==> config.mk <==
export PLATFORM = sky130hd
export DESIGN_NAME = centered_window_average
export DESIGN_NICKNAME = d
export VERILOG_FILES = /design/src/cwa_pkg.sv /design/src/cwa_ram.sv /design/src/cwa_div.sv /design/src/centered_window_average.sv
export SDC_FILE = /design/constraint.sdc
export NUM_CORES = 2
export LEC_CHECK = 0
export ABC_CLOCK_PERIOD_IN_PS = 4400
export BUFFER_PORTS_ARGS = -buffer_cell sky130_fd_sc_hd__buf_2
export CAP_MARGIN = 0
export CORE_MARGIN = 1
export CORE_UTILIZATION = 25
export CTS_CLUSTER_SIZE = 14
export DETAILED_ROUTE_END_ITERATION = 8
export GPL_TIMING_DRIVEN = 0
export HOLD_SLACK_MARGIN = 0.1
export PLACE_DENSITY = 0.4
export SYNTH_ARGS = -nofsm -noshare
export SYNTH_HDL_FRONTEND = slang
export SYNTH_SLANG_ARGS = --single-unit
==> constraint.sdc <==
create_clock -name aclk -period 4.4 [get_ports aclk]
set_input_delay 0.66 -clock aclk [delete_from_list [all_inputs] [get_ports aclk]]
set_output_delay 0.66 -clock aclk [all_outputs]
set_load 0.005 [all_outputs]
==> src/cwa_pkg.sv <==
// Shared constants and types for the centered window average block.
`timescale 1ns / 1ps

package cwa_pkg;

    // Default build parameters.
    localparam int RADIUS_MAX_DEFAULT  = 63;
    localparam int SAMPLE_BITS_DEFAULT = 16;

    // Width of the radius configuration input.
    localparam int CFG_BITS = 6;

    // Per-sample sequencing states.
    typedef enum logic [2:0] {
        ST_IDLE,
        ST_CALC,
        ST_DIV,
        ST_PUSH,
        ST_FLUSH
    } cwa_state_t;

endpackage

==> src/cwa_ram.sv <==
// Generic single-write, single-read RAM with a registered read port.
`timescale 1ns / 1ps

module cwa_ram #(
    parameter int WIDTH = 16,
    parameter int DEPTH = 127
) (
    input  logic                     aclk,
    input  logic                     wr_en,
    input  logic [$clog2(DEPTH)-1:0] wr_addr,
    input  logic [WIDTH-1:0]         wr_data,
    input  logic [$clog2(DEPTH)-1:0] rd_addr,
    output logic [WIDTH-1:0]         rd_data
);

    logic [WIDTH-1:0] mem_reg [DEPTH];
    logic [WIDTH-1:0] rd_data_reg;

    // A read of the address being written returns the old contents.
    always_ff @(posedge aclk) begin
        if (wr_en) begin
            mem_reg[wr_addr] <= wr_data;
        end
        rd_data_reg <= mem_reg[rd_addr];
    end

    assign rd_data = rd_data_reg;

endmodule

==> src/cwa_div.sv <==
// Restoring divider that produces one quotient bit per clock cycle.
`timescale 1ns / 1ps

module cwa_div #(
    parameter int DIVIDEND_BITS = 23,
    parameter int DIVISOR_BITS  = 7,
    parameter int QUOT_BITS     = 16
) (
    input  logic                     aclk,
    input  logic                     aresetn,
    input  logic                     start,
    input  logic [DIVIDEND_BITS-1:0] dividend,
    input  logic [DIVISOR_BITS-1:0]  divisor,
    output logic                     done,
    output logic [QUOT_BITS-1:0]     quotient
);

    localparam int CNT_BITS = $clog2(DIVIDEND_BITS);

    logic                     busy_reg;
    logic                     done_reg;
    logic [CNT_BITS-1:0]      cnt_reg;
    logic [DIVISOR_BITS-1:0]  divisor_reg;
    logic [DIVISOR_BITS-1:0]  rem_reg;
    logic [DIVISOR_BITS-1:0]  rem_next;
    logic [DIVIDEND_BITS-1:0] quo_reg;
    logic [DIVISOR_BITS:0]    trial;
    logic [DIVISOR_BITS:0]    diff;
    logic                     q_bit;

    // The quotient register also holds the dividend bits not yet consumed.
    always_comb begin
        trial = {rem_reg, quo_reg[DIVIDEND_BITS-1]};
        diff  = trial - {1'b0, divisor_reg};
        q_bit = ~diff[DIVISOR_BITS];
        if (q_bit) begin
            rem_next = diff[DIVISOR_BITS-1:0];
        end else begin
            rem_next = trial[DIVISOR_BITS-1:0];
        end
    end

    always_ff @(posedge aclk) begin
        if (!aresetn) begin
            busy_reg <= 1'b0;
            done_reg <= 1'b0;
            cnt_reg  <= '0;
        end else begin
            done_reg <= 1'b0;
            if (start) begin
                busy_reg <= 1'b1;
                cnt_reg  <= CNT_BITS'(DIVIDEND_BITS - 1);
            end else if (busy_reg) begin
                if (cnt_reg == '0) begin
                    busy_reg <= 1'b0;
                    done_reg <= 1'b1;
                end else begin
                    cnt_reg <= cnt_reg - CNT_BITS'(1);
                end
            end
        end
    end

    always_ff @(posedge aclk) begin
        if (start) begin
            divisor_reg <= divisor;
            rem_reg     <= '0;
            quo_reg     <= dividend;
        end else if (busy_reg) begin
            rem_reg <= rem_next;
            quo_reg <= {quo_reg[DIVIDEND_BITS-2:0], q_bit};
        end
    end

    assign done     = done_reg;
    assign quotient = quo_reg[QUOT_BITS-1:0];

endmodule

==> src/centered_window_average.sv <==
// Top level of the centered window average: delay line RAM, running sum and sequencer.
// A sample yields an average through the bit-serial divider, an invalid result, or
// nothing; samples are processed one at a time, and a final sample also emits its
// flushed results before the next sample is taken.
// Reset (aresetn low, synchronous) clears radius, sum, counters, the sequencer state and the output valid flag.
`timescale 1ns / 1ps

module centered_window_average #(
    parameter int RADIUS_MAX  = cwa_pkg::RADIUS_MAX_DEFAULT,
    parameter int SAMPLE_BITS = cwa_pkg::SAMPLE_BITS_DEFAULT
) (
    input  logic                      aclk,
    input  logic                      aresetn,
    // Radius configuration write channel.
    input  logic                      cfg_valid,
    output logic                      cfg_ready,
    input  logic [cwa_pkg::CFG_BITS-1:0] cfg_radius,
    // Sample input channel.
    input  logic                      s_valid,
    output logic                      s_ready,
    input  logic [SAMPLE_BITS-1:0]    s_sample,
    input  logic                      s_final_sample,
    // Result output channel.
    output logic                      m_valid,
    input  logic                      m_ready,
    output logic [SAMPLE_BITS-1:0]    m_average,
    output logic                      m_has_average,
    output logic                      m_run_end
);

    localparam int RADIUS_BITS = $clog2(RADIUS_MAX + 1);
    localparam int STORE_DEPTH = 2 * RADIUS_MAX + 1;
    localparam int SLOT_BITS   = $clog2(STORE_DEPTH);
    localparam int SUM_BITS    = SAMPLE_BITS + SLOT_BITS;

    cwa_pkg::cwa_state_t state_reg, state_next;

    // Sequence state. The window size 2k+1 fits in SLOT_BITS.
    logic [RADIUS_BITS-1:0] k_reg;
    logic [SUM_BITS-1:0]    sum_reg;
    logic [SLOT_BITS-1:0]   seen_reg;
    logic [SLOT_BITS-1:0]   slot_reg;

    // Per-sample working registers.
    logic [SAMPLE_BITS-1:0] x_reg;
    logic                   fin_reg;
    logic [SLOT_BITS-1:0]   s_reg;
    logic [SAMPLE_BITS-1:0] res_avg_reg;
    logic                   res_has_reg;
    logic [RADIUS_BITS-1:0] flush_reg;

    // Output stage.
    logic                   m_valid_reg;
    logic [SAMPLE_BITS-1:0] m_average_reg;
    logic                   m_has_average_reg;
    logic                   m_run_end_reg;

    logic [SLOT_BITS-1:0]   k_ext;
    logic [SLOT_BITS-1:0]   two_k;
    logic [SLOT_BITS-1:0]   win_size;
    logic [SLOT_BITS-1:0]   slot_adv;
    logic [SLOT_BITS-1:0]   pend_wide;
    logic [SAMPLE_BITS-1:0] ram_rd_data;
    logic [SAMPLE_BITS-1:0] oldest;
    logic [SAMPLE_BITS-1:0] div_quotient;
    logic                   div_done;
    logic                   out_free;
    logic                   cfg_fire;
    logic                   in_fire;
    logic                   s_before;
    logic                   s_full;
    logic                   div_start;
    logic                   load_res;
    logic                   load_flush;
    logic [RADIUS_BITS-1:0] k_cfg;

    assign k_ext    = SLOT_BITS'(k_reg);
    assign two_k    = {k_reg, 1'b0};
    assign win_size = {k_reg, 1'b1};

    // The slot after the current one, wrapping at the window size. It is both the
    // next write slot and the slot of the oldest sample once the window is full.
    assign slot_adv = (slot_reg == two_k) ? '0 : slot_reg + SLOT_BITS'(1);

    // Classification of the sample being processed by its count of predecessors.
    assign s_before  = (s_reg < k_ext);
    assign s_full    = (s_reg >= two_k);
    assign pend_wide = s_reg + SLOT_BITS'(1) - k_ext;

    // With a window of one the oldest slot is the one just written, whose RAM read
    // returned stale contents, so the sample itself is forwarded.
    assign oldest = (k_reg == '0) ? x_reg : ram_rd_data;

    assign out_free  = ~m_valid_reg | m_ready;
    assign cfg_ready = (state_reg == cwa_pkg::ST_IDLE);
    assign s_ready   = (state_reg == cwa_pkg::ST_IDLE) & ~cfg_valid;
    assign cfg_fire  = cfg_valid & cfg_ready;
    assign in_fire   = s_valid & s_ready;

    assign k_cfg = (cfg_radius > cwa_pkg::CFG_BITS'(RADIUS_MAX)) ?
                   RADIUS_BITS'(RADIUS_MAX) : cfg_radius[RADIUS_BITS-1:0];

    cwa_ram #(
        .WIDTH (SAMPLE_BITS),
        .DEPTH (STORE_DEPTH)
    ) u_ram (
        .aclk    (aclk),
        .wr_en   (in_fire),
        .wr_addr (slot_reg),
        .wr_data (s_sample),
        .rd_addr (slot_adv),
        .rd_data (ram_rd_data)
    );

    cwa_div #(
        .DIVIDEND_BITS (SUM_BITS),
        .DIVISOR_BITS  (SLOT_BITS),
        .QUOT_BITS     (SAMPLE_BITS)
    ) u_div (
        .aclk     (aclk),
        .aresetn  (aresetn),
        .start    (div_start),
        .dividend (sum_reg),
        .divisor  (win_size),
        .done     (div_done),
        .quotient (div_quotient)
    );

    always_ff @(posedge aclk) begin
        if (!aresetn) begin
            state_reg <= cwa_pkg::ST_IDLE;
        end else begin
            state_reg <= state_next;
        end
    end

    // Sequencer: transfer, then the RAM read returns the oldest sample, then either
    // a division, an invalid result, or nothing, followed by any flush results.
    always_comb begin
        state_next = state_reg;
        div_start  = 1'b0;
        load_res   = 1'b0;
        load_flush = 1'b0;
        case (state_reg)
            cwa_pkg::ST_IDLE: begin
                if (in_fire) begin
                    state_next = cwa_pkg::ST_CALC;
                end
            end
            cwa_pkg::ST_CALC: begin
                if (s_before) begin
                    state_next = cwa_pkg::ST_PUSH;
                end else if (s_full) begin
                    div_start  = 1'b1;
                    state_next = cwa_pkg::ST_DIV;
                end else if (fin_reg) begin
                    state_next = cwa_pkg::ST_FLUSH;
                end else begin
                    state_next = cwa_pkg::ST_IDLE;
                end
            end
            cwa_pkg::ST_DIV: begin
                if (div_done) begin
                    state_next = cwa_pkg::ST_PUSH;
                end
            end
            cwa_pkg::ST_PUSH: begin
                if (out_free) begin
                    load_res = 1'b1;
                    if (flush_reg != '0) begin
                        state_next = cwa_pkg::ST_FLUSH;
                    end else begin
                        state_next = cwa_pkg::ST_IDLE;
                    end
                end
            end
            cwa_pkg::ST_FLUSH: begin
                if (out_free) begin
                    load_flush = 1'b1;
                    if (flush_reg == RADIUS_BITS'(1)) begin
                        state_next = cwa_pkg::ST_IDLE;
                    end
                end
            end
            default: begin
                state_next = cwa_pkg::ST_IDLE;
            end
        endcase
    end

    // Sequence state: the radius write restarts the sequence, a transfer adds the
    // sample, and in the next cycle the oldest sample leaves the sum once the window
    // is full. A final sample clears the sum, the count and the write slot.
    always_ff @(posedge aclk) begin
        if (!aresetn) begin
            k_reg    <= '0;
            sum_reg  <= '0;
            seen_reg <= '0;
            slot_reg <= '0;
        end else if (cfg_fire) begin
            k_reg    <= k_cfg;
            sum_reg  <= '0;
            seen_reg <= '0;
            slot_reg <= '0;
        end else if (in_fire) begin
            sum_reg <= sum_reg + SUM_BITS'(s_sample);
            if (s_final_sample) begin
                seen_reg <= '0;
                slot_reg <= '0;
            end else begin
                seen_reg <= (seen_reg < two_k) ? seen_reg + SLOT_BITS'(1) : two_k;
                slot_reg <= slot_adv;
            end
        end else if (state_reg == cwa_pkg::ST_CALC) begin
            if (fin_reg) begin
                sum_reg <= '0;
            end else if (s_full) begin
                sum_reg <= sum_reg - SUM_BITS'(oldest);
            end
        end
    end

    // Working registers for the sample in flight.
    always_ff @(posedge aclk) begin
        if (in_fire) begin
            x_reg   <= s_sample;
            fin_reg <= s_final_sample;
            s_reg   <= seen_reg;
        end
        if (state_reg == cwa_pkg::ST_CALC) begin
            res_avg_reg <= '0;
            res_has_reg <= 1'b0;
            if (!fin_reg || s_before) begin
                flush_reg <= '0;
            end else if (s_full) begin
                flush_reg <= k_reg;
            end else begin
                flush_reg <= pend_wide[RADIUS_BITS-1:0];
            end
        end else if (state_reg == cwa_pkg::ST_DIV && div_done) begin
            res_avg_reg <= div_quotient;
            res_has_reg <= 1'b1;
        end else if (load_flush) begin
            flush_reg <= flush_reg - RADIUS_BITS'(1);
        end
    end

    // Output register; it parts the sequencer from a stalled consumer.
    always_ff @(posedge aclk) begin
        if (!aresetn) begin
            m_valid_reg <= 1'b0;
        end else if (load_res || load_flush) begin
            m_valid_reg <= 1'b1;
        end else if (m_ready) begin
            m_valid_reg <= 1'b0;
        end
    end

    always_ff @(posedge aclk) begin
        if (load_res) begin
            m_average_reg     <= res_avg_reg;
            m_has_average_reg <= res_has_reg;
            m_run_end_reg     <= (flush_reg == '0);
        end else if (load_flush) begin
            m_average_reg     <= '0;
            m_has_average_reg <= 1'b0;
            m_run_end_reg     <= (flush_reg == RADIUS_BITS'(1));
        end
    end

    assign m_valid       = m_valid_reg;
    assign m_average     = m_average_reg;
    assign m_has_average = m_has_average_reg;
    assign m_run_end     = m_run_end_reg;

endmodule

==> reports/results.ini <==
[yosys]
synth_commonest_cells = 2109 x edfxtp_1, 976 x nand2_1, 382 x a21oi_1, 322 x nor2_1, 212 x mux2i_1
ys_warn_count = 0
synthArstFlopShare_pct = 0
synth_area_per_cell_sq_um = 14.21
synth_seq_cells = 2203
syn_area_sq_um = 89920
synthFlopType = edfxtp_1
synth_cells = 6330
synthTopCellsByArea = edfxtp_1 70%, nand2_1 4.1%, mux2i_1 2.4%
synth_most_common_cell = edfxtp_1
synth_top_area_cell = edfxtp_1
ys_seq_area_share_pct = 72.52
yosysUniqueCellTypes = 86
synth_edf_count = 2109
syn_nets = 6430
synth_top_area_share_pct = 70.43

[setup_path]
path_max_fanout = 10
critPathRequiredTime_ps = 5150
end_kind = flop
worst-endpoint-arrival_ps = 5460
critical_path_class = reg -> reg
cp-start-kind = flop

[drt]
wire_per_inst_microns = 47.58
postRouteAntennaNets = 0
drc = 0
routed_wl_microns = 565400
num_vias = 69698
drtPass1Iterations = 6
viasPerCell = 5.866
drt_iter0_drc = 13248

[clock_tree]
root_buffer = clkbuf_16
htree_levels = 4
clkSinkCount = 2203
tritoncts = built
clockBufferDepth = 4
clk_latency_ps = 1030
cts_buffers = 242
clk_pin_slew_worst_paths_ps = 70

[floorplan]
fp-row-count = 219
start_util_pct = 25.20
dieWidth_microns = 601.7
coreArea_sq_um = 356800
fp.dieH_microns = 601.7
die-area_sq_um = 362100
pin_count = 49

[layout]
drive_gt1_share_pct = 21.22
final_nets = 6992
largest_reg_flops = 2032
final_core_utilization_pct = 31.87
final_cell_area_sq_um = 113700
area_growth_pct = 26.45
stdcell_count = 11882

[sta]
skew_ps = 142.6
worst_hold_slack_ps = 134.4
setup_violations = 42
period_needed_ps = 4708
rsz0062_at_grt = true
fin_setup_tns_ps = -3583
drv_slew = 3
maxClockFrequency_mhz = 212.4
final.period_utilization_pct = 107.0
hold_viol = 0
layout_setup_ws_ps = -308.0
worst_pin_slew_ps = 1597
maxSlewHeadroom_pct = -7.600

[global_route]
track_usage_pct = 30.16
globalRouteOverflowTotal = 0
grt_pass1_wl_microns = 700000
antenna_found_initial = 96
grt_max_degree = 108
first_global_vias = 61691

[placed_design]
io_buffers = 48
dp_hpwl_microns = 388700
placed_area_sq_um = 100900
place_congestion = 1.014
dp_cells = 11292

[power_and_ir_drop]
power_density_nw_per_um2 = 438.0
ir_drop_uv = 370.9
p_leak_nw = 36.41

[run_status]
outcome = finished with violations
violations = max-capacitance violations, max-slew violations, negative setup slack

[min_path]
holdCritPathClass = in -> reg

[run]
max-cap-violations = 1

==> power breakdown <==
part	internal, mW	switching [mW]	total, mW	leakage [nW]
Combinational	1.53	4.30	5.83	12.9
Sequential	23.1	0.109	23.2	19.8
Clock	11.5	9.20	20.7	3.73
==> per-stage QoR <==
stage                     setup WS (ps)  total power, mW
after floorplan                   544.6            25.86
after global placement            -5207            28.70
after detailed placement          -3137            28.80
after CTS                        -722.7            49.34
after global routing             -38.51            50.47
final                            -308.0            49.80
==> area by class of cell <==
cell class / count / area [sq um]
plain buffers: 413 / 4020
fillers: 35216 / 243100
multi-input cells: 3664 / 25440
repair buffers: 321 / 5092
well taps: 4751 / 5944
diodes: 44 / 110.1
flip-flops and latches: 2203 / 65220
clock buffers: 312 / 6391
inverters: 47 / 180.2
clock inverters: 127 / 1301
==> layer usage <==
layer | global-route usage [%] | vias to the layer above | routed length [microns] | part of all wire, %
li1 | - | 25710 | - | -
met1 | 38.25 | 36304 | 211900 | 37
met2 | 42.62 | 6144 | 230600 | 41
met3 | 12.26 | 1490 | 81280 | 14
met4 | 18.51 | 50 | 40940 | 7.2
met5 | 0 | - | 667 | 0.12
==> worst paths after layout <==
check                       start               endpoint  slack (ps)  depth (start not counted)
setup / recovery      slot_reg[4]       u_ram.rd_data[9]        -310                         12
hold / removal       s_sample[12]  u_ram.mem_reg[37][12]         130                          1
hold reg to reg   res_avg_reg[15]        res_avg_reg[15]         450                          2
setup reg to reg      slot_reg[4]       u_ram.rd_data[9]        -310                         12
==> repair_timing <==
item / in CTS / in global routing
resized for setup: 688 / 533
buffers inserted: 56 / 41
hold buffers: 13 / 0
endpoints found under the hold margin: 149 / 0
pin swaps: 49 / 43
setup endpoints to repair: 1833 / 402
==> cell families (layout without fill, tap and decap cells) <==
kind of cell | count (synthesis) | count (layout) | share of synthesized area (%)
flops | 2203 | 2203 | 72.52
simple gates | 1797 | 1797 | 8.622
compound gates | 1380 | 1380 | 10.11
buf+inv | 463 | 1220 | 2.187
mux | 355 | 355 | 4.927
fa+ha+maj | 72 | 72 | 1.044
xor+xnor | 60 | 60 | 0.5844
other cells | 0 | 44 | 0
==> critical path, stage by stage (launching register included) <==
cell	delay, ps
dfxtp_1	300
buf_2	260
xor2_4	270
nor3_4	130
a21oi_4	340
buf_4	320
buf_4	290
buf_4	330
nand2_1	90
a31oi_1	690
or4_1	310
nand4_1	410
o211ai_1	730
==> cell usage in the layout, fill, tap and decap left out, types with 41 or more instances in the layout <==
cell,count
buf_2,49
edfxtp_1,2109
inv_1,44
buf_4,149
o211ai_1,41
clkbuf_4,59
clkbuf_1,115
buf_6,107
mux2i_1,204
nor2_4,131
buf_8,50
a31oi_1,116
buf_12,145
diode_2,44
mux2_2,81
o22ai_1,52
dfxtp_1,87
nor3_1,90
clkinv_1,57
nor2_1,182
a21oi_1,366
nand3_1,132
a211oi_1,61
ha_1,66
nand2_1,959
buf_16,66
clkbuf_16,244
o21ai_0,188
o221ai_1,114
and3_1,48
mux4_2,62
(Power assumes the default switching activity.)
